===== config.mk =====
export PLATFORM = sky130hd
export DESIGN_NAME = lnlms_div
export DESIGN_NICKNAME = d
export VERILOG_FILES = /design/src/hdl/lnlms_pkg.sv /design/src/hdl/lnlms_div.sv
export SDC_FILE = /design/constraint.sdc
export NUM_CORES = 1
export LEC_CHECK = 0
export BUFFER_PORTS_ARGS = -buffer_cell sky130_fd_sc_hd__buf_4
export CORE_ASPECT_RATIO = 2
export CORE_UTILIZATION = 35
export CTS_CLUSTER_DIAMETER = 100
export DETAILED_ROUTE_END_ITERATION = 8
export GPL_ROUTABILITY_DRIVEN = 0
export REMOVE_ABC_BUFFERS = 1
export SLEW_MARGIN = 5
export SYNTH_ARGS = -nofsm -noshare
export SYNTH_HDL_FRONTEND = slang
export SYNTH_SLANG_ARGS = --single-unit

===== constraint.sdc =====
create_clock -name clk -period 4.15 [get_ports clk]
set_input_delay 0.6225 -clock clk [delete_from_list [all_inputs] [get_ports clk]]
set_output_delay 0.6225 -clock clk [all_outputs]
set_load 0.05 [all_outputs]

===== src/hdl/lnlms_pkg.sv =====
// shared constants, types and register codes for the leaky nlms filter
`timescale 1ns / 1ps
package lnlms_pkg;

  localparam int LINE_DEPTH = 512;
  localparam int LINE_AW    = $clog2(LINE_DEPTH);
  localparam int MAX_TAPS   = 128;
  localparam int TAP_AW     = $clog2(MAX_TAPS);
  localparam int TAP_CW     = TAP_AW + 1;
  localparam int SAMPLE_W   = 16;
  localparam int WEIGHT_W   = 32;
  localparam int CFG_W      = 16;
  localparam int CFG_AW     = 3;

  // register indexes
  localparam logic [CFG_AW-1:0] REG_DELAY = 3'd0;
  localparam logic [CFG_AW-1:0] REG_TAPS  = 3'd1;
  localparam logic [CFG_AW-1:0] REG_STEP  = 3'd2;
  localparam logic [CFG_AW-1:0] REG_LEAK  = 3'd3;
  localparam logic [CFG_AW-1:0] REG_MODE  = 3'd4;

  localparam logic [8:0]  DELAY_RST = 9'd16;
  localparam logic [7:0]  TAPS_RST  = 8'd64;
  localparam logic [15:0] STEP_RST  = 16'd655;
  localparam logic [15:0] LEAK_RST  = 16'd1;

  typedef enum logic [3:0] {
    ST_CLEAR,
    ST_IDLE,
    ST_P1_RD,
    ST_P1_MUL,
    ST_P1_ACC,
    ST_EST,
    ST_P2_RD,
    ST_P2_MUL,
    ST_P2_SCALE,
    ST_P2_START,
    ST_P2_DIV,
    ST_P2_UPD,
    ST_FIN
  } lnlms_state_t;

  typedef struct packed {
    logic busy;
    logic done;
  } div_status_t;

endpackage


===== src/hdl/lnlms_div.sv =====
// restoring divider, one quotient bit per cycle
`timescale 1ns / 1ps
module lnlms_div (
  input  logic                     clk,
  input  logic                     rst,
  input  logic                     start,
  input  logic [63:0]              dividend,
  input  logic [48:0]              divisor,
  output logic [63:0]              quotient,
  output lnlms_pkg::div_status_t   status
);
  import lnlms_pkg::*;

  logic [48:0] rem;
  logic [63:0] quo;
  logic [5:0]  cnt;
  logic        busy;
  logic        done;
  logic [49:0] trial;
  logic [49:0] diff;
  logic        ge;

  assign trial = {rem, quo[63]};
  assign diff  = trial - {1'b0, divisor};
  assign ge    = trial >= {1'b0, divisor};

  always_ff @(posedge clk) begin
    if (rst) begin
      busy <= 1'b0;
      done <= 1'b0;
    end else begin
      done <= 1'b0;
      if (start) begin
        busy <= 1'b1;
      end else if (busy && cnt == 6'd63) begin
        busy <= 1'b0;
        done <= 1'b1;
      end
    end
  end

  always_ff @(posedge clk) begin
    if (start) begin
      rem <= '0;
      quo <= dividend;
      cnt <= '0;
    end else if (busy) begin
      rem <= ge ? diff[48:0] : trial[48:0];
      quo <= {quo[62:0], ge};
      cnt <= cnt + 6'd1;
    end
  end

  assign quotient    = quo;
  assign status.busy = busy;
  assign status.done = done;
endmodule


==> summary.txt <==
TIMING
--------------------------------------------------------------------------------------------------
Worst slew margin relative to its limit .............................................       0.4229
Final count of negative-setup-slack endpoints .......................................            0
Worst hold slack across all endpoints ...............................................    0.3511 ns
Number of pins exceeding their max-slew limit in the final report ...................            0
Final hold violations ...............................................................            0
Slew at the pin with the worst max-slew slack .......................................    0.8656 ns
Fin Setup TNS .......................................................................         0 ns
Worst setup skew after layout .......................................................  0.008172 ns
Unrepaired setup endpoints after global routing .....................................           no
Min setup slack post-route ..........................................................    0.6495 ns
Final Critical Period ...............................................................     3.501 ns
Peak clock frequency supported by timing ............................................    285.7 MHz
Period utilisation layout ...........................................................       0.8435

LOGIC SYNTHESIS
--------------------------------------------------------------------------------------------------
Average size of a mapped cell .......................................................    9.355 um2
Area share of the largest cell type after synthesis .................................       0.2372
Main synth FF type ..................................................................     edfxtp_1
Cell Area, Synth .................................................................... 0.008102 mm2
Library cells used by synthesis .....................................................           70
Count of yosys warnings during synthesis ............................................            0
Area contributors post-synth ........................................................ edfxtp_1, dfxtp_1, mux2_2, ha_1, a21oi_1
Number of synthesized register bits .................................................          121
Async set or reset register ratio after synthesis ...................................            0
Share of the yosys chip area belonging to registers .................................       0.3781
Cell taking the most area after synthesis ...........................................     edfxtp_1
Mapped Cells ........................................................................          866
Number of enable-type register cells in the synthesized netlist .....................           64

CELLS AND AREA
--------------------------------------------------------------------------------------------------
Commonest cells after routing, fill and taps aside .................................. buf_4, nand2_1, nor2_1
Fill cell total of the finished layout ..............................................        2,275
Growth of design area from synthesis to finish ......................................       25.99%
Net count reported at finish ........................................................        1,197
Count of inserted antenna diode cells ...............................................            0
Fin area ............................................................................  0.01021 mm2
Most common cell after layout, fill and taps aside ..................................        buf_4
Fraction of final layout cells sized beyond drive strength 1 ........................       0.3011

GLOBAL ROUTING
--------------------------------------------------------------------------------------------------
Aggregate global-route resource usage ...............................................       0.2058
First-pass GRT wire length ..........................................................    36,810 um
Gr ovfl total .......................................................................            0
Number of global-route vias before repair ...........................................        7,423
Pin count of the biggest net entering global routing ................................           65
Number of antenna violations at the first check in global routing ...................            0

FLOORPLAN
--------------------------------------------------------------------------------------------------
Die span in y .......................................................................     217.2 um
Boundary pin count ..................................................................          182
Core footprint ......................................................................  0.02274 mm2
Full die area .......................................................................  0.02380 mm2
Die Wd ..............................................................................     109.6 um
Initial standard-cell utilization of the core .......................................       0.3563
Number of rows created at floorplan .................................................           78

CRITICAL PATH
--------------------------------------------------------------------------------------------------
Capturing element of the worst setup path ...........................................      rem[20]
R2R setup slack .....................................................................      0.65 ns
Delay of the slowest cell on the worst path .........................................      0.41 ns
List of cells traversed by the critical path ........................................ inv_1, ha_1, inv_1, fa_1, a21o_1, a221oi_1, nand2b_1, nand3_1, a21boi_0, o221ai_1, a21oi_1, xnor2_1, nand2_1, a311oi_1
Crit path buffers/inverters .........................................................            2
Cell with the largest stage delay on the worst path .................................     edfxtp_1
Critical path startpoint category ...................................................    flip-flop
Beginning of the critical path ...................................................... quotient[63]
Cell type group with the largest total delay on the critical path ................... compound AO/OA/AOI/OAI gates
Required time of the worst setup path ...............................................      4.49 ns
Critical Path End Type ..............................................................    flip-flop
Cell repeated most along the worst path .............................................        inv_1
End of the worst register-to-register path ..........................................      rem[20]
Critical register-to-register path startpoint ....................................... quotient[63]
Data arrival time of the worst path .................................................      3.84 ns
Maximum fanout along the worst path .................................................            3
Critical Path Stages ................................................................           14
R2R depth ...........................................................................           14
Worst Path Class, Setup ............................................................. flip-flop to flip-flop

CTS
--------------------------------------------------------------------------------------------------
Count of hold buffers inserted by post-cts repair ...................................            0
Clock root buffer ...................................................................    clkbuf_16
Clock transition time at the flip-flop clock pins of the worst setup and hold paths .      0.06 ns
Number of clock buffers inserted by TritonCTS .......................................           17
Post-CTS setup repair buffer count ..................................................            0
TritonCTS clock tree ................................................................          yes
Deepest clock path buffer count .....................................................            2
Max H-tree Level ....................................................................            4
Number of sinks on the clock net ....................................................          121
Number of gates resized after CTS ...................................................            0
Clock latency on the worst-skew pair ................................................      0.44 ns

WORST HOLD PATH
--------------------------------------------------------------------------------------------------
Min-delay worst type ................................................................ primary input to flip-flop

DETAILED ROUTING
--------------------------------------------------------------------------------------------------
Remaining number of nets flagged by the antenna check after routing .................            0
Detailed-router iteration count before antenna repair ...............................            4
Total number of vias ................................................................        7,061
Violation count after the first detailed-routing iteration ..........................          273
Detailed-route wire length per cell .................................................     17.37 um
Final routed wirelength across all metal layers .....................................    22,980 um
Via density .........................................................................        5.337
DR DRC count ........................................................................            0

PLACE
--------------------------------------------------------------------------------------------------
Number of port buffers ..............................................................          181
Cell area after placement ........................................................... 0.009663 mm2
Half-perimeter wire length after detailed placement .................................    17,740 um
Setup slack after placement .........................................................    0.4006 ns

STATUS
--------------------------------------------------------------------------------------------------
Outcome .............................................................................    completed

JOB
--------------------------------------------------------------------------------------------------
Number of maximum-capacitance constraint violations .................................            0

PWR
--------------------------------------------------------------------------------------------------
Leakage dissipation .................................................................  0.004391 uW
Cell Pwr Density .................................................................... 378.8 mW/mm2
Largest voltage drop on the vdd net .................................................    0.4380 mV

worst register-to-register path: stages, from the launching register on:
cell      delay, ns
edfxtp_1       0.41
inv_1          0.08
ha_1           0.15
inv_1          0.05
fa_1           0.40
a21o_1         0.21
a221oi_1       0.41
nand2b_1       0.21
nand3_1        0.14
a21boi_0       0.41
o221ai_1       0.21
a21oi_1        0.25
xnor2_1        0.14
nand2_1        0.06
a311oi_1       0.25
where the power goes:
| part | internal [uW] | total, uW | switching [uW] |
|---|---|---|---|
| clock network | 774 | 1400 | 624 |
| logic | 398 | 1020 | 626 |
| registers | 1380 | 1440 | 67.4 |
| total | 2550 | 3870 | 1320 |
metal layers:
layer	up-vias	part of all wire	global-route usage
met3	59	0.061	0.06828
li1	3485	-	-
met1	3298	0.34	0.1877
met5	-	0	0
met2	219	0.55	0.3841
met4	0	0.048	0.1156
state kept, by name, summed over array words and instances, names as in the netlist:
| signal | cells |
|---|---|
| busy | 1 |
| cnt | 6 |
| done | 1 |
| quotient | 64 |
| rem | 49 |
how the worst min path moves through the flow:
stage,start,end,slack [ns],depth (start not counted)
floorplan,rem[25],rem[25],0.45,2
global placement,rem[23],rem[23],0.47,2
detailed placement,rem[23],rem[23],0.48,2
CTS,rst,busy,0.33,2
global route,rst,busy,0.33,2
finish,rst,busy,0.35,2
synthesized netlist by cell type (3+ instances only):
| cell type | n |
|---|---|
| a22o_1 | 3 |
| clkbuf_1 | 28 |
| nand4_1 | 13 |
| a211oi_2 | 6 |
| o211ai_1 | 8 |
| a31o_2 | 3 |
| nor3_1 | 10 |
| mux2_2 | 64 |
| a41o_1 | 3 |
| a311oi_1 | 11 |
| and2_1 | 3 |
| xor2_1 | 20 |
| nand2b_1 | 11 |
| a31oi_1 | 7 |
| o21ai_1 | 7 |
| a21o_1 | 21 |
| buf_4 | 4 |
| inv_1 | 66 |
| ha_1 | 50 |
| nor2b_1 | 3 |
| a221oi_1 | 3 |
| buf_2 | 11 |
| o31ai_1 | 9 |
| o21ai_0 | 34 |
| mux2i_1 | 8 |
| edfxtp_1 | 64 |
| nand3_1 | 8 |
| o21a_1 | 7 |
| nor2_1 | 71 |
| o21bai_1 | 10 |
| o311ai_0 | 3 |
| xnor2_1 | 27 |
| nand2_1 | 79 |
| a211oi_1 | 17 |
| a21oi_1 | 66 |
| a32oi_1 | 8 |
| nor3b_1 | 3 |
| or3_1 | 3 |
| dfxtp_1 | 57 |
final cells by class:
type | count | area (um2) | area share
Multi-Input combinational cell | 631 | 4556 | 0.4463
Sequential cell | 121 | 3064 | 0.3002
Timing Repair Buffer | 192 | 1441 | 0.1412
Clock buffer | 17 | 425.4 | 0.04168
Tap cell | 280 | 350.3 | 0.03432
Inverter | 67 | 251.5 | 0.02464
Clock inverter | 15 | 118.9 | 0.01164
kinds of logic after synthesis:
kind of cell | count (synthesis) | synth area share
compound gates | 246 | 0.2128
buf+inv | 114 | 0.05961
xor+xnor | 47 | 0.05081
fa+ha+maj | 51 | 0.07969
simple gates | 215 | 0.1202
mux | 72 | 0.09884
flops | 121 | 0.3781
through the flow:
step / cells / power (uW) / util
after floorplan: 819 / 2149 / -
after global placement: 1291 / 2490 / 0.4249
after global routing: 1323 / 4052 / 0.4489
final: 1323 / 3867 / 0.4489
after detailed placement: 1291 / 2494 / 0.4249
after CTS: 1323 / 3919 / 0.4489
No activity file was read; power rests on OpenSTA's default activity.
